==> src/rtl/core/lfpd_pkg.sv <==
// Shared types, register map, constants and saturation helper for the
// line-following PID drive block. No dependencies.
`default_nettype none

package lfpd_pkg;

	localparam int unsigned GAIN_W   = 16;
	localparam int unsigned SPEED_W  = 7;
	localparam int unsigned TGT_W    = 10;
	localparam int unsigned ERR_W    = 12;
	localparam int unsigned DEG_W    = 32;
	localparam int unsigned POWER_W  = 8;
	localparam int unsigned ISUM_W   = 8;
	localparam int unsigned PADDR_W  = 5;
	localparam int unsigned PDATA_W  = 32;

	// Q6.10 gains: correction is scaled down by 2^10
	localparam int unsigned GAIN_FRAC = 10;

	// distance check: (left - right) * 201 < target_cm * 7200
	localparam int unsigned ODO_DEG_MUL = 201;
	localparam int unsigned ODO_CM_MUL  = 7200;

	localparam logic [GAIN_W-1:0]  RST_STRAIGHT_KP    = 16'd5120;
	localparam logic [GAIN_W-1:0]  RST_STRAIGHT_KI    = 16'd10;
	localparam logic [GAIN_W-1:0]  RST_STRAIGHT_KD    = 16'd4096;
	localparam logic [GAIN_W-1:0]  RST_CURVE_KP       = 16'd10240;
	localparam logic [GAIN_W-1:0]  RST_CURVE_KI       = 16'd10;
	localparam logic [GAIN_W-1:0]  RST_CURVE_KD       = 16'd6144;
	localparam logic [SPEED_W-1:0] RST_STRAIGHT_SPEED = 7'd70;
	localparam logic [SPEED_W-1:0] RST_CURVE_SPEED    = 7'd40;

	typedef enum logic [2:0] {
		REG_STRAIGHT_KP    = 3'd0,
		REG_STRAIGHT_KI    = 3'd1,
		REG_STRAIGHT_KD    = 3'd2,
		REG_CURVE_KP       = 3'd3,
		REG_CURVE_KI       = 3'd4,
		REG_CURVE_KD       = 3'd5,
		REG_STRAIGHT_SPEED = 3'd6,
		REG_CURVE_SPEED    = 3'd7
	} reg_idx_t;

	typedef enum logic {
		CMD_START  = 1'b0,
		CMD_SAMPLE = 1'b1
	} cmd_t;

	typedef enum logic [1:0] {
		STATUS_IDLE    = 2'd0,
		STATUS_RUN     = 2'd1,
		STATUS_REACHED = 2'd2,
		STATUS_ABORTED = 2'd3
	} status_t;

	typedef struct packed {
		logic [GAIN_W-1:0]  straight_kp;
		logic [GAIN_W-1:0]  straight_ki;
		logic [GAIN_W-1:0]  straight_kd;
		logic [GAIN_W-1:0]  curve_kp;
		logic [GAIN_W-1:0]  curve_ki;
		logic [GAIN_W-1:0]  curve_kd;
		logic [SPEED_W-1:0] straight_speed;
		logic [SPEED_W-1:0] curve_speed;
	} cfg_t;

	typedef struct packed {
		cmd_t                     command;
		logic                     curve_mode;
		logic [TGT_W-1:0]         target_distance_cm;
		logic signed [ERR_W-1:0]  line_error;
		logic signed [DEG_W-1:0]  left_degrees;
		logic signed [DEG_W-1:0]  right_degrees;
		logic                     abort_button;
	} item_t;

	typedef struct packed {
		logic signed [POWER_W-1:0] left_power;
		logic signed [POWER_W-1:0] right_power;
		logic                      brake;
		logic                      reset_counters;
		status_t                   status;
	} result_t;

	typedef struct packed {
		logic signed [ISUM_W-1:0]  integral_sum;
		logic signed [ERR_W-1:0]   previous_error;
		logic                      run_active;
		logic                      mode_curve;
		logic [TGT_W-1:0]          target_cm;
		logic signed [POWER_W-1:0] held_left_power;
		logic signed [POWER_W-1:0] held_right_power;
		logic                      brake_on;
	} state_t;

	// saturate to +-100
	function automatic logic signed [7:0] clamp100(input logic signed [23:0] v);
		logic signed [7:0] r;
		if (v > 24'sd100) begin
			r = 8'sd100;
		end else if (v < -24'sd100) begin
			r = -8'sd100;
		end else begin
			r = v[7:0];
		end
		return r;
	endfunction

endpackage

`default_nettype wire

==> src/rtl/core/lfpd_if.sv <==
// Valid/ready channel interfaces for the drive block: request items in,
// result items out. Depends on lfpd_pkg.
`default_nettype none

interface lfpd_req_if import lfpd_pkg::*; ();
	logic                    valid;
	logic                    ready;
	logic                    command;
	logic                    curve_mode;
	logic [TGT_W-1:0]        target_distance_cm;
	logic signed [ERR_W-1:0] line_error;
	logic signed [DEG_W-1:0] left_degrees;
	logic signed [DEG_W-1:0] right_degrees;
	logic                    abort_button;

	modport source (
		output valid, command, curve_mode, target_distance_cm, line_error,
			left_degrees, right_degrees, abort_button,
		input  ready
	);
	modport sink (
		input  valid, command, curve_mode, target_distance_cm, line_error,
			left_degrees, right_degrees, abort_button,
		output ready
	);
endinterface

interface lfpd_rsp_if import lfpd_pkg::*; ();
	logic                      valid;
	logic                      ready;
	logic signed [POWER_W-1:0] left_power;
	logic signed [POWER_W-1:0] right_power;
	logic                      brake;
	logic                      reset_counters;
	logic [1:0]                status;

	modport source (
		output valid, left_power, right_power, brake, reset_counters, status,
		input  ready
	);
	modport sink (
		input  valid, left_power, right_power, brake, reset_counters, status,
		output ready
	);
endinterface

`default_nettype wire

==> src/rtl/core/lfpd_cfg_regs.sv <==
// APB-style register file holding the PID gains and base speeds.
// Depends on lfpd_pkg.
`default_nettype none

module lfpd_cfg_regs import lfpd_pkg::*; (
	input  logic               clk,
	input  logic               arst_n,
	input  logic               psel,
	input  logic               penable,
	input  logic               pwrite,
	input  logic [PADDR_W-1:0] paddr,
	input  logic [PDATA_W-1:0] pwdata,
	output logic [PDATA_W-1:0] prdata,
	output logic               pready,
	output cfg_t               cfg
);

	cfg_t     cfg_q;
	reg_idx_t idx;
	logic     wr_en;

	assign idx    = reg_idx_t'(paddr[PADDR_W-1:2]);
	assign wr_en  = psel && penable && pwrite;
	assign pready = 1'b1;
	assign cfg    = cfg_q;

	always_ff @(posedge clk or negedge arst_n) begin
		if (!arst_n) begin
			cfg_q.straight_kp    <= RST_STRAIGHT_KP;
			cfg_q.straight_ki    <= RST_STRAIGHT_KI;
			cfg_q.straight_kd    <= RST_STRAIGHT_KD;
			cfg_q.curve_kp       <= RST_CURVE_KP;
			cfg_q.curve_ki       <= RST_CURVE_KI;
			cfg_q.curve_kd       <= RST_CURVE_KD;
			cfg_q.straight_speed <= RST_STRAIGHT_SPEED;
			cfg_q.curve_speed    <= RST_CURVE_SPEED;
		end else if (wr_en) begin
			unique case (idx)
				REG_STRAIGHT_KP:    cfg_q.straight_kp    <= pwdata[GAIN_W-1:0];
				REG_STRAIGHT_KI:    cfg_q.straight_ki    <= pwdata[GAIN_W-1:0];
				REG_STRAIGHT_KD:    cfg_q.straight_kd    <= pwdata[GAIN_W-1:0];
				REG_CURVE_KP:       cfg_q.curve_kp       <= pwdata[GAIN_W-1:0];
				REG_CURVE_KI:       cfg_q.curve_ki       <= pwdata[GAIN_W-1:0];
				REG_CURVE_KD:       cfg_q.curve_kd       <= pwdata[GAIN_W-1:0];
				REG_STRAIGHT_SPEED: cfg_q.straight_speed <= pwdata[SPEED_W-1:0];
				REG_CURVE_SPEED:    cfg_q.curve_speed    <= pwdata[SPEED_W-1:0];
			endcase
		end
	end

	always_comb begin
		unique case (idx)
			REG_STRAIGHT_KP:    prdata = {16'd0, cfg_q.straight_kp};
			REG_STRAIGHT_KI:    prdata = {16'd0, cfg_q.straight_ki};
			REG_STRAIGHT_KD:    prdata = {16'd0, cfg_q.straight_kd};
			REG_CURVE_KP:       prdata = {16'd0, cfg_q.curve_kp};
			REG_CURVE_KI:       prdata = {16'd0, cfg_q.curve_ki};
			REG_CURVE_KD:       prdata = {16'd0, cfg_q.curve_kd};
			REG_STRAIGHT_SPEED: prdata = {25'd0, cfg_q.straight_speed};
			REG_CURVE_SPEED:    prdata = {25'd0, cfg_q.curve_speed};
		endcase
	end

endmodule

`default_nettype wire

==> src/rtl/core/lfpd_step.sv <==
// Combinational update for one transaction: odometry check, abort, PID step
// and motor power saturation. Depends on lfpd_pkg.
`default_nettype none

module lfpd_step import lfpd_pkg::*; (
	input  item_t   item,
	input  state_t  cur,
	input  cfg_t    cfg,
	output state_t  nxt,
	output result_t result
);

	logic signed [32:0] diff;
	logic signed [40:0] travel;
	logic               reached;

	logic [GAIN_W-1:0]  kp, ki, kd;
	logic [SPEED_W-1:0] spd;

	logic signed [12:0] isum_raw;
	logic signed [7:0]  isum;
	logic signed [12:0] d_err;
	logic signed [28:0] p_term;
	logic signed [24:0] i_term;
	logic signed [29:0] d_term;
	logic signed [31:0] pid_sum;
	logic signed [31:0] pid_round;
	logic signed [21:0] corr;
	logic signed [23:0] left_sum, right_sum;
	logic signed [7:0]  left_pw, right_pw;
	logic               reset_cnt;
	status_t            status;

	// odometry in exact integers
	assign diff    = $signed({item.left_degrees[31], item.left_degrees})
		- $signed({item.right_degrees[31], item.right_degrees});
	assign travel  = $signed({{8{diff[32]}}, diff}) * $signed(41'(ODO_DEG_MUL));
	// target_cm comes from state, not from the sample item
	assign reached = !(travel < $signed({18'd0, 23'(cur.target_cm) * 23'(ODO_CM_MUL)}));

	assign kp  = cur.mode_curve ? cfg.curve_kp    : cfg.straight_kp;
	assign ki  = cur.mode_curve ? cfg.curve_ki    : cfg.straight_ki;
	assign kd  = cur.mode_curve ? cfg.curve_kd    : cfg.straight_kd;
	assign spd = cur.mode_curve ? cfg.curve_speed : cfg.straight_speed;

	assign isum_raw = $signed({{5{cur.integral_sum[7]}}, cur.integral_sum})
		+ $signed({item.line_error[11], item.line_error});
	assign isum     = clamp100(24'(isum_raw));
	assign d_err    = $signed({item.line_error[11], item.line_error})
		- $signed({cur.previous_error[11], cur.previous_error});

	assign p_term = 29'(item.line_error) * 29'($signed({1'b0, kp}));
	assign i_term = 25'(isum) * 25'($signed({1'b0, ki}));
	assign d_term = 30'(d_err) * 30'($signed({1'b0, kd}));

	assign pid_sum   = 32'(p_term) + 32'(i_term) + 32'(d_term);
	// bias negative sums so the shift truncates toward zero
	assign pid_round = pid_sum + (pid_sum[31] ? 32'sd1023 : 32'sd0);
	assign corr      = pid_round[31:GAIN_FRAC];

	assign left_sum  = $signed({17'd0, spd}) + 24'(corr);
	assign right_sum = $signed({17'd0, spd}) - 24'(corr);
	assign left_pw   = clamp100(left_sum);
	assign right_pw  = 8'sd0 - clamp100(right_sum);

	always_comb begin
		nxt       = cur;
		reset_cnt = 1'b0;
		status    = STATUS_IDLE;
		priority if (item.command == CMD_START) begin
			nxt.mode_curve     = item.curve_mode;
			nxt.target_cm      = item.target_distance_cm;
			nxt.integral_sum   = '0;
			nxt.previous_error = '0;
			nxt.run_active     = 1'b1;
			nxt.brake_on       = 1'b0;
			reset_cnt          = 1'b1;
			status             = STATUS_RUN;
		end else if (cur.run_active) begin
			priority if (reached) begin
				nxt.brake_on   = 1'b1;
				nxt.run_active = 1'b0;
				status         = STATUS_REACHED;
			end else if (item.abort_button) begin
				nxt.run_active = 1'b0;
				status         = STATUS_ABORTED;
			end else begin
				nxt.integral_sum     = isum;
				nxt.previous_error   = item.line_error;
				nxt.held_left_power  = left_pw;
				nxt.held_right_power = right_pw;
				nxt.brake_on         = 1'b0;
				status               = STATUS_RUN;
			end
		end else begin
			status = STATUS_IDLE;
		end
	end

	assign result.left_power     = nxt.held_left_power;
	assign result.right_power    = nxt.held_right_power;
	assign result.brake          = nxt.brake_on;
	assign result.reset_counters = reset_cnt;
	assign result.status         = status;

endmodule

`default_nettype wire

==> src/rtl/core/line_follow_pid_drive.sv <==
// Line-following PID differential drive controller, top level.
// Depends on lfpd_pkg, lfpd_if, lfpd_cfg_regs and lfpd_step.
`default_nettype none

// One transaction is taken per clock while the result side does not stall, and
// one result comes back per transaction: the request lands in an
// input register, the odometry check and PID update run in one combinational
// pass (three gain multiplies in parallel), and the result is held in an output
// register until the sink takes it. The controller state (integral, last
// error, run flag, held powers) updates on the same edge that loads the
// result register, so a following sample sees it with no bubble. Throughput
// is one transaction per cycle while the result side is ready; a stalled
// result holds and the request side keeps one more transaction in the
// input register. Configuration registers are written over the APB port.
module line_follow_pid_drive import lfpd_pkg::*; (
	input  logic               clk,
	input  logic               arst_n,
	lfpd_req_if.sink           req,
	lfpd_rsp_if.source         rsp,
	input  logic               psel,
	input  logic               penable,
	input  logic               pwrite,
	input  logic [PADDR_W-1:0] paddr,
	input  logic [PDATA_W-1:0] pwdata,
	output logic [PDATA_W-1:0] prdata,
	output logic               pready
);

	cfg_t    cfg;
	item_t   item_in;
	item_t   item_s1;
	logic    valid_s1;
	result_t result_nxt;
	result_t result_s2;
	logic    valid_s2;
	state_t  state_q;
	state_t  state_nxt;
	logic    advance;
	logic    fire;

	lfpd_cfg_regs u_cfg_regs (
		.clk     (clk),
		.arst_n  (arst_n),
		.psel    (psel),
		.penable (penable),
		.pwrite  (pwrite),
		.paddr   (paddr),
		.pwdata  (pwdata),
		.prdata  (prdata),
		.pready  (pready),
		.cfg     (cfg)
	);

	assign item_in.command            = cmd_t'(req.command);
	assign item_in.curve_mode         = req.curve_mode;
	assign item_in.target_distance_cm = req.target_distance_cm;
	assign item_in.line_error         = req.line_error;
	assign item_in.left_degrees       = req.left_degrees;
	assign item_in.right_degrees      = req.right_degrees;
	assign item_in.abort_button       = req.abort_button;

	// result register free or draining this cycle
	assign advance   = !valid_s2 || rsp.ready;
	assign fire      = valid_s1 && advance;
	assign req.ready = !valid_s1 || advance;

	lfpd_step u_step (
		.item   (item_s1),
		.cur    (state_q),
		.cfg    (cfg),
		.nxt    (state_nxt),
		.result (result_nxt)
	);

	always_ff @(posedge clk or negedge arst_n) begin
		if (!arst_n) begin
			valid_s1 <= 1'b0;
			valid_s2 <= 1'b0;
			state_q  <= '0;
		end else begin
			if (req.ready) begin
				valid_s1 <= req.valid;
			end
			if (advance) begin
				valid_s2 <= valid_s1;
			end
			if (fire) begin
				state_q <= state_nxt;
			end
		end
	end

	always_ff @(posedge clk) begin
		if (req.valid && req.ready) begin
			item_s1 <= item_in;
		end
		if (fire) begin
			result_s2 <= result_nxt;
		end
	end

	assign rsp.valid          = valid_s2;
	assign rsp.left_power     = result_s2.left_power;
	assign rsp.right_power    = result_s2.right_power;
	assign rsp.brake          = result_s2.brake;
	assign rsp.reset_counters = result_s2.reset_counters;
	assign rsp.status         = result_s2.status;

endmodule

`default_nettype wire

==> src/flat_wrapper.sv <==
// flat-port wrapper written by rule: the top's interface ports become plain ports
module line_follow_pid_drive_flat import lfpd_pkg::*;
  (clk, arst_n, psel, penable, pwrite, paddr, pwdata, prdata, pready, req_valid, req_command, req_curve_mode, req_target_distance_cm, req_line_error, req_left_degrees, req_right_degrees, req_abort_button, req_ready, rsp_valid, rsp_left_power, rsp_right_power, rsp_brake, rsp_reset_counters, rsp_status, rsp_ready);
  lfpd_req_if req_i ();
  lfpd_rsp_if rsp_i ();
  input  logic clk;
  input  logic arst_n;
  input  logic psel;
  input  logic penable;
  input  logic pwrite;
  input  logic [PADDR_W-1:0] paddr;
  input  logic [PDATA_W-1:0] pwdata;
  output logic [PDATA_W-1:0] prdata;
  output logic pready;
  input wire logic [$bits(req_i.valid)-1:0] req_valid;
  input wire logic [$bits(req_i.command)-1:0] req_command;
  input wire logic [$bits(req_i.curve_mode)-1:0] req_curve_mode;
  input wire logic [$bits(req_i.target_distance_cm)-1:0] req_target_distance_cm;
  input wire logic [$bits(req_i.line_error)-1:0] req_line_error;
  input wire logic [$bits(req_i.left_degrees)-1:0] req_left_degrees;
  input wire logic [$bits(req_i.right_degrees)-1:0] req_right_degrees;
  input wire logic [$bits(req_i.abort_button)-1:0] req_abort_button;
  output wire logic [$bits(req_i.ready)-1:0] req_ready;
  output wire logic [$bits(rsp_i.valid)-1:0] rsp_valid;
  output wire logic [$bits(rsp_i.left_power)-1:0] rsp_left_power;
  output wire logic [$bits(rsp_i.right_power)-1:0] rsp_right_power;
  output wire logic [$bits(rsp_i.brake)-1:0] rsp_brake;
  output wire logic [$bits(rsp_i.reset_counters)-1:0] rsp_reset_counters;
  output wire logic [$bits(rsp_i.status)-1:0] rsp_status;
  input wire logic [$bits(rsp_i.ready)-1:0] rsp_ready;
  assign req_i.valid = req_valid;
  assign req_i.command = req_command;
  assign req_i.curve_mode = req_curve_mode;
  assign req_i.target_distance_cm = req_target_distance_cm;
  assign req_i.line_error = req_line_error;
  assign req_i.left_degrees = req_left_degrees;
  assign req_i.right_degrees = req_right_degrees;
  assign req_i.abort_button = req_abort_button;
  assign req_ready = req_i.ready;
  assign rsp_valid = rsp_i.valid;
  assign rsp_left_power = rsp_i.left_power;
  assign rsp_right_power = rsp_i.right_power;
  assign rsp_brake = rsp_i.brake;
  assign rsp_reset_counters = rsp_i.reset_counters;
  assign rsp_status = rsp_i.status;
  assign rsp_i.ready = rsp_ready;
  line_follow_pid_drive u_core (.clk(clk), .arst_n(arst_n), .req(req_i), .rsp(rsp_i), .psel(psel), .penable(penable), .pwrite(pwrite), .paddr(paddr), .pwdata(pwdata), .prdata(prdata), .pready(pready));
endmodule
==> config.mk <==
export PLATFORM = sky130hd
export DESIGN_NAME = line_follow_pid_drive_flat
export DESIGN_NICKNAME = d
export VERILOG_FILES = /design/src/rtl/core/lfpd_pkg.sv /design/src/rtl/core/lfpd_if.sv /design/src/rtl/core/lfpd_cfg_regs.sv /design/src/rtl/core/lfpd_step.sv /design/src/rtl/core/line_follow_pid_drive.sv /design/src/flat_wrapper.sv
export SDC_FILE = /design/constraint.sdc
export NUM_CORES = 2
export LEC_CHECK = 0
export ABC_AREA = 1
export BUFFER_PORTS_ARGS = -buffer_cell sky130_fd_sc_hd__buf_2
export CORE_MARGIN = 8
export CORE_UTILIZATION = 50
export DETAILED_ROUTE_END_ITERATION = 10
export MAX_ROUTING_LAYER = met4
export PLACE_DENSITY = 0.77
export SYNTH_ARGS = -nofsm -noshare
export SYNTH_HDL_FRONTEND = slang
export SYNTH_SLANG_ARGS = --single-unit
==> constraint.sdc <==
create_clock -name clk -period 24.8 [get_ports clk]
set_input_delay 2.48 -clock clk [delete_from_list [all_inputs] [get_ports clk]]
set_output_delay 2.48 -clock clk [all_outputs]
set_load 0.005 [all_outputs]
== Word level (Yosys, flattened, before mapping) ==
Index checks and enable logic that the tools add are counted.
Storage, ports and cells
  flip-flop bits (word level): 270
  bits of input ports: 133
Operators by class
  reductions and logical operators: 20
  bitwise logic cells: 1
  add/sub/neg operators: 9
  multipliers: 5
  magnitude comparators: 7
  mux-type cells: 28
  eq/ne operators: 10
Operators by type and width (number)
  one-hot mux 32 bit (8 select lines): 1
  two-way mux 16 bit: 5
  two-way mux 8 bit: 6
  > comparator 23 x 8 -> 1 bit (second input constant): 2
  less-than comparator 23 x 8 -> 1 bit (second input constant): 2
  two-way mux 21 bit: 2
  less-than comparator 41 x 24 -> 1 bit: 1
  multiplier 33 x 9 -> 41 bit (second input constant): 1
  two-way mux 20 bit: 2
  two-way mux 17 bit: 2
  subtractor 32 x 32 -> 33 bit: 1
  adder 31 x 11 -> 32 bit: 1
  adder 30 x 30 -> 31 bit: 1
  adder 29 x 25 -> 30 bit: 1
  multiplier 13 x 17 -> 30 bit: 1
  multiplier 12 x 17 -> 29 bit: 1
  multiplier 8 x 17 -> 25 bit: 1
  adder 8 x 22 -> 23 bit: 1
  subtractor 8 x 22 -> 23 bit: 1
  AND reduction 2 bit: 10
  multiplier 10 x 8 -> 18 bit (second input constant): 1
  adder 8 x 12 -> 13 bit: 1
  > comparator 13 x 8 -> 1 bit (second input constant): 1
  less-than comparator 13 x 8 -> 1 bit (second input constant): 1
  16 further kinds: 33

== Longest topological paths before layout ==
  word-level depth: 18
  mapped depth: 90

== Cells and area by module ==
From an unflattened synthesis, not the netlist that was laid out.
Unflattened totals
  cell total of the unflattened synthesis: 5225
  area total of the unflattened synthesis: 41772.6 um^2
By module, submodules not included
  lfpd_step: area an instance 31103.6 um^2, cells each 4250, times used 1
  lfpd_cfg_regs: area an instance 5365.1 um^2, cells each 643, times used 1
  line_follow_pid_drive: area an instance 5303.8 um^2, cells each 332, times used 1

== Worst setup path after synthesis ==
Ideal clock, no wire load.
  kind: register to register
  start point: register u_core.item_s1[66] (netlist name)
  end point: register u_core.result_s2, in the netlist u_core.rsp.right_power[4], data pin
  data required time: 24549 ps
  arrival time: 13628 ps
  stages on the path, launching flop included: 78
  slack: 10921 ps
  library setup time: 251 ps
  period minus slack after synthesis: 13879 ps
  cell sequence: edfxtp_1 > inv_1 > clkbuf_1 > fa_1 > o21ai_0 > a21oi_1 > o21bai_1 > a21oi_1 > o21ai_0 > a21oi_1 > nor2_1 > o21ai_0 > a22oi_1 > inv_1 > nand2_1 > nand2_1 > nand2_1 > inv_1 > (+42 left out) > o21bai_1 > a21o_1 > nand3_2 > nor2_8 > nand2_4 > nor2_8 > nand3_2 > and2_1 > and2_1 > nand3_1 > nand2_4 > nand3_1 > ha_1 > inv_1 > o21ai_0 > nand3_1 > nand2_1 > inv_1
RTL lines
  start: declaration: RTL line line_follow_pid_drive.sv:31  | item_t item_s1;
  start signal: assignment: RTL line line_follow_pid_drive.sv:95  | item_s1 <= item_in;
  end signal: assignment: RTL line line_follow_pid_drive.sv:98  | result_s2 <= result_nxt;
  end: declaration: RTL line line_follow_pid_drive.sv:34  | result_t result_s2;

==> reports/metrics.cfg <==
[cts]
cts.sinks=270
ctsHoldBuffers=0
path_clk_slew_ns=0.06
clockBufferDepth=3
clk_latency_ns=0.63
cts_setup_buffers=0
htreeDepth=1
ctsResizeCount=0
cts_tree=built
clock-root-buffer=clkbuf_16
cts_buffers=31

[floorplan]
rows=104
die_x_microns=301
initial_utilization_pct=50.5
dieArea_sq_um=90600
core_sq_um=80400
chipHeight_microns=301
pin_count=188

[yosys]
synth_top_area_cell=fa_1
synth_most_common_cell=inv_1
postSynthRegisterBits=270
synthTopCellsByArea=fa_1 27%, ha_1 13%, inv_1 11%, nand2_1 9.2%, dfrtp_1 8.9%
synthArstFlopShare_pct=59.6
syn_area_sq_um=40600
synth.distinct_cells=66
synth_edf_count=109
syn_inst=4997
synth_top_area_share_pct=27.5
ys.flop_type=dfrtp_1
avgSynthCellArea_sq_um=8.13
ys_top_cells_by_count=1150 x inv_1, 994 x nand2_1, 557 x fa_1
synth-seq-area-share_pct=18.0
yosysWarnings=0

[critical_path]
r2r_setup_slack_ns=7.69
crit_path_max_incr_delay_ns=0.63
path_class=flip-flop to flip-flop
crit_arrival_ns=17.50
worst_setup_path_end_kind=flip-flop
crit_path_start_kind=flip-flop
crit_slowest_cell=inv_1
cp.required_ns=25.19
cp_common_cell=nand2_1
crit_fanout=18

[global_route]
grt_pass1_vias=34100
grt_overflow=0
grt_max_degree=85
grtUsageTotal_pct=25.4
antenna_found_initial=1
grt_pass1_wl_microns=179000

[place]
port_buffers=152
dp_hpwl_microns=91800
gp_congestion=1.04

[timing]
worst_pin_slew_ns=1.28
skew_ns=0.0386
rsz0062_at_grt=false
hold_viol_final=0
fin_crit_ns=17.11
drv_slew=0
tns_ns=0
setup_viol=0
max_freq_mhz=58.4
fin_crit_sh_pct=69.0
maxSlewHeadroom_pct=13.8

[finish]
area_delta_synth_final_pct=7.39
nets=6242
layout-drive-gt1-share_pct=7.82
num_antenna_cells=0

[drt]
avgRoutedWirePerCell_microns=17.8
drc_errors=0
dr.first_iter.drc_count=2452
wl_microns=110000
ant_nets=0
first_pass_iters=6
num_vias=33100
avgViaCountPerCell=5.33

[run_status]
status=finished clean

[worst_hold_path]
min_path_type=flip-flop to flip-flop

[flow_run]
maxCapViolCount=0

## sequential cells by signal, indices dropped and copies added (netlist names)
name                       cells
u_core.state_q                49
u_core.item_s1                89
u_core.u_cfg_regs.cfg        110
u_core.rsp.status              2
u_core.rsp.brake               1
u_core.rsp.reset_counters      1
u_core.rsp.valid               1
u_core.rsp.right_power         8
u_core.rsp.left_power          8
u_core.valid_s1                1
## worst max-delay path: cells and delay by family, from the launching register on
family                   cells  cell delay, ns
AO/OA/AOI/OAI               17            3.69
adder cells (fa/ha/maj)     13            6.02
buffers and inverters        9            2.13
flip-flops                   1            0.56
AND/OR/NAND/NOR             30            4.46
## kinds of logic after synthesis
kind of cell	count (synthesis)	synth area share (%)
other	2	0.0185
xor gates and xnor gates	136	3.02
DFF	270	18.0
buffers and inverters	1292	12.1
adders and majority gates	982	40.5
AOI/OAI and AO/OA	569	7.97
and+or+nand+nor	1744	18.2
muxes	2	0.0555
## final timing paths
| path | cells after the start | startpoint | end |
|---|---|---|---|
| max | 69 | u_core.item_s1[66] | u_core.rsp.right_power[4] |
| min | 2 | u_core.state_q[7] | u_core.state_q[7] |
| max reg2reg | 69 | u_core.item_s1[66] | u_core.rsp.right_power[4] |
| min reg2reg | 2 | u_core.state_q[7] | u_core.state_q[7] |
| max in group asynchronous | 3 | arst_n | u_core.u_cfg_regs.cfg[42] |
| min in group asynchronous | 1 | arst_n | u_core.state_q[25] |
## layout make-up
type	count	area [sq um]
inverters	1181	4440
multi-input cells	3450	28400
flip-flops and latches	270	7320
clock inverters	19	175
clock buffers	39	847
well taps	1060	1330
fillers	7415	36800
repair buffers	193	1070
## per-stage QoR
stage | cells | setup slack (ns) | instance area [sq um] | utilization [%] | hold slack, ns
after global routing | 6212 | 6.39 | 43600 | 54.2 | 0.498
after CTS | 6212 | 7.92 | 43600 | 54.2 | 0.475
after floorplan | 5012 | 10.92 | 40700 | - | 0.442
final | 6212 | 7.69 | 43600 | 54.2 | 0.474
after detailed placement | 6154 | 7.95 | 42600 | 53.0 | 0.458
after global placement | 6154 | 8.27 | 42600 | 53.0 | 0.454
## layer usage
| metal | part of all wire [%] | vias up | global-route usage (%) |
|---|---|---|---|
| met4 | 6.0 | 0 | 11.8 |
| li1 | - | 15500 | - |
| met2 | 47 | 1218 | 41.4 |
| met1 | 39 | 16000 | 30.5 |
| met5 | 0 | - | - |
| met3 | 7.8 | 283 | 4.58 |
## placed cells by master, fill, tap and decap left out, types with 16 or more instances in the layout
master | synthesis | layout
inv_1 | 1150 | 1149
nand2_1 | 994 | 994
fa_1 | 557 | 557
ha_1 | 425 | 425
nor2_1 | 395 | 393
o21ai_0 | 230 | 225
a21oi_1 | 176 | 176
nand3_1 | 154 | 154
buf_2 | 4 | 151
dfrtp_1 | 145 | 144
edfxtp_1 | 109 | 109
xor2_1 | 89 | 89
xnor2_1 | 43 | 43
buf_4 | 19 | 41
o21ai_1 | 28 | 33
nand4_1 | 33 | 33
clkbuf_16 | 0 | 32
or2_2 | 29 | 29
nand2_2 | 28 | 28
nor3_1 | 27 | 27
a221oi_1 | 18 | 18
nor2_2 | 16 | 18
o21bai_1 | 17 | 17
clkinv_1 | 14 | 17
inv_2 | 17 | 17
conb_1 | 2 | 17
dfstp_2 | 16 | 16
Power is left out: the tool's default activity adds up to more than one toggle a clock period on the data nets, which glitch-free logic cannot reach.
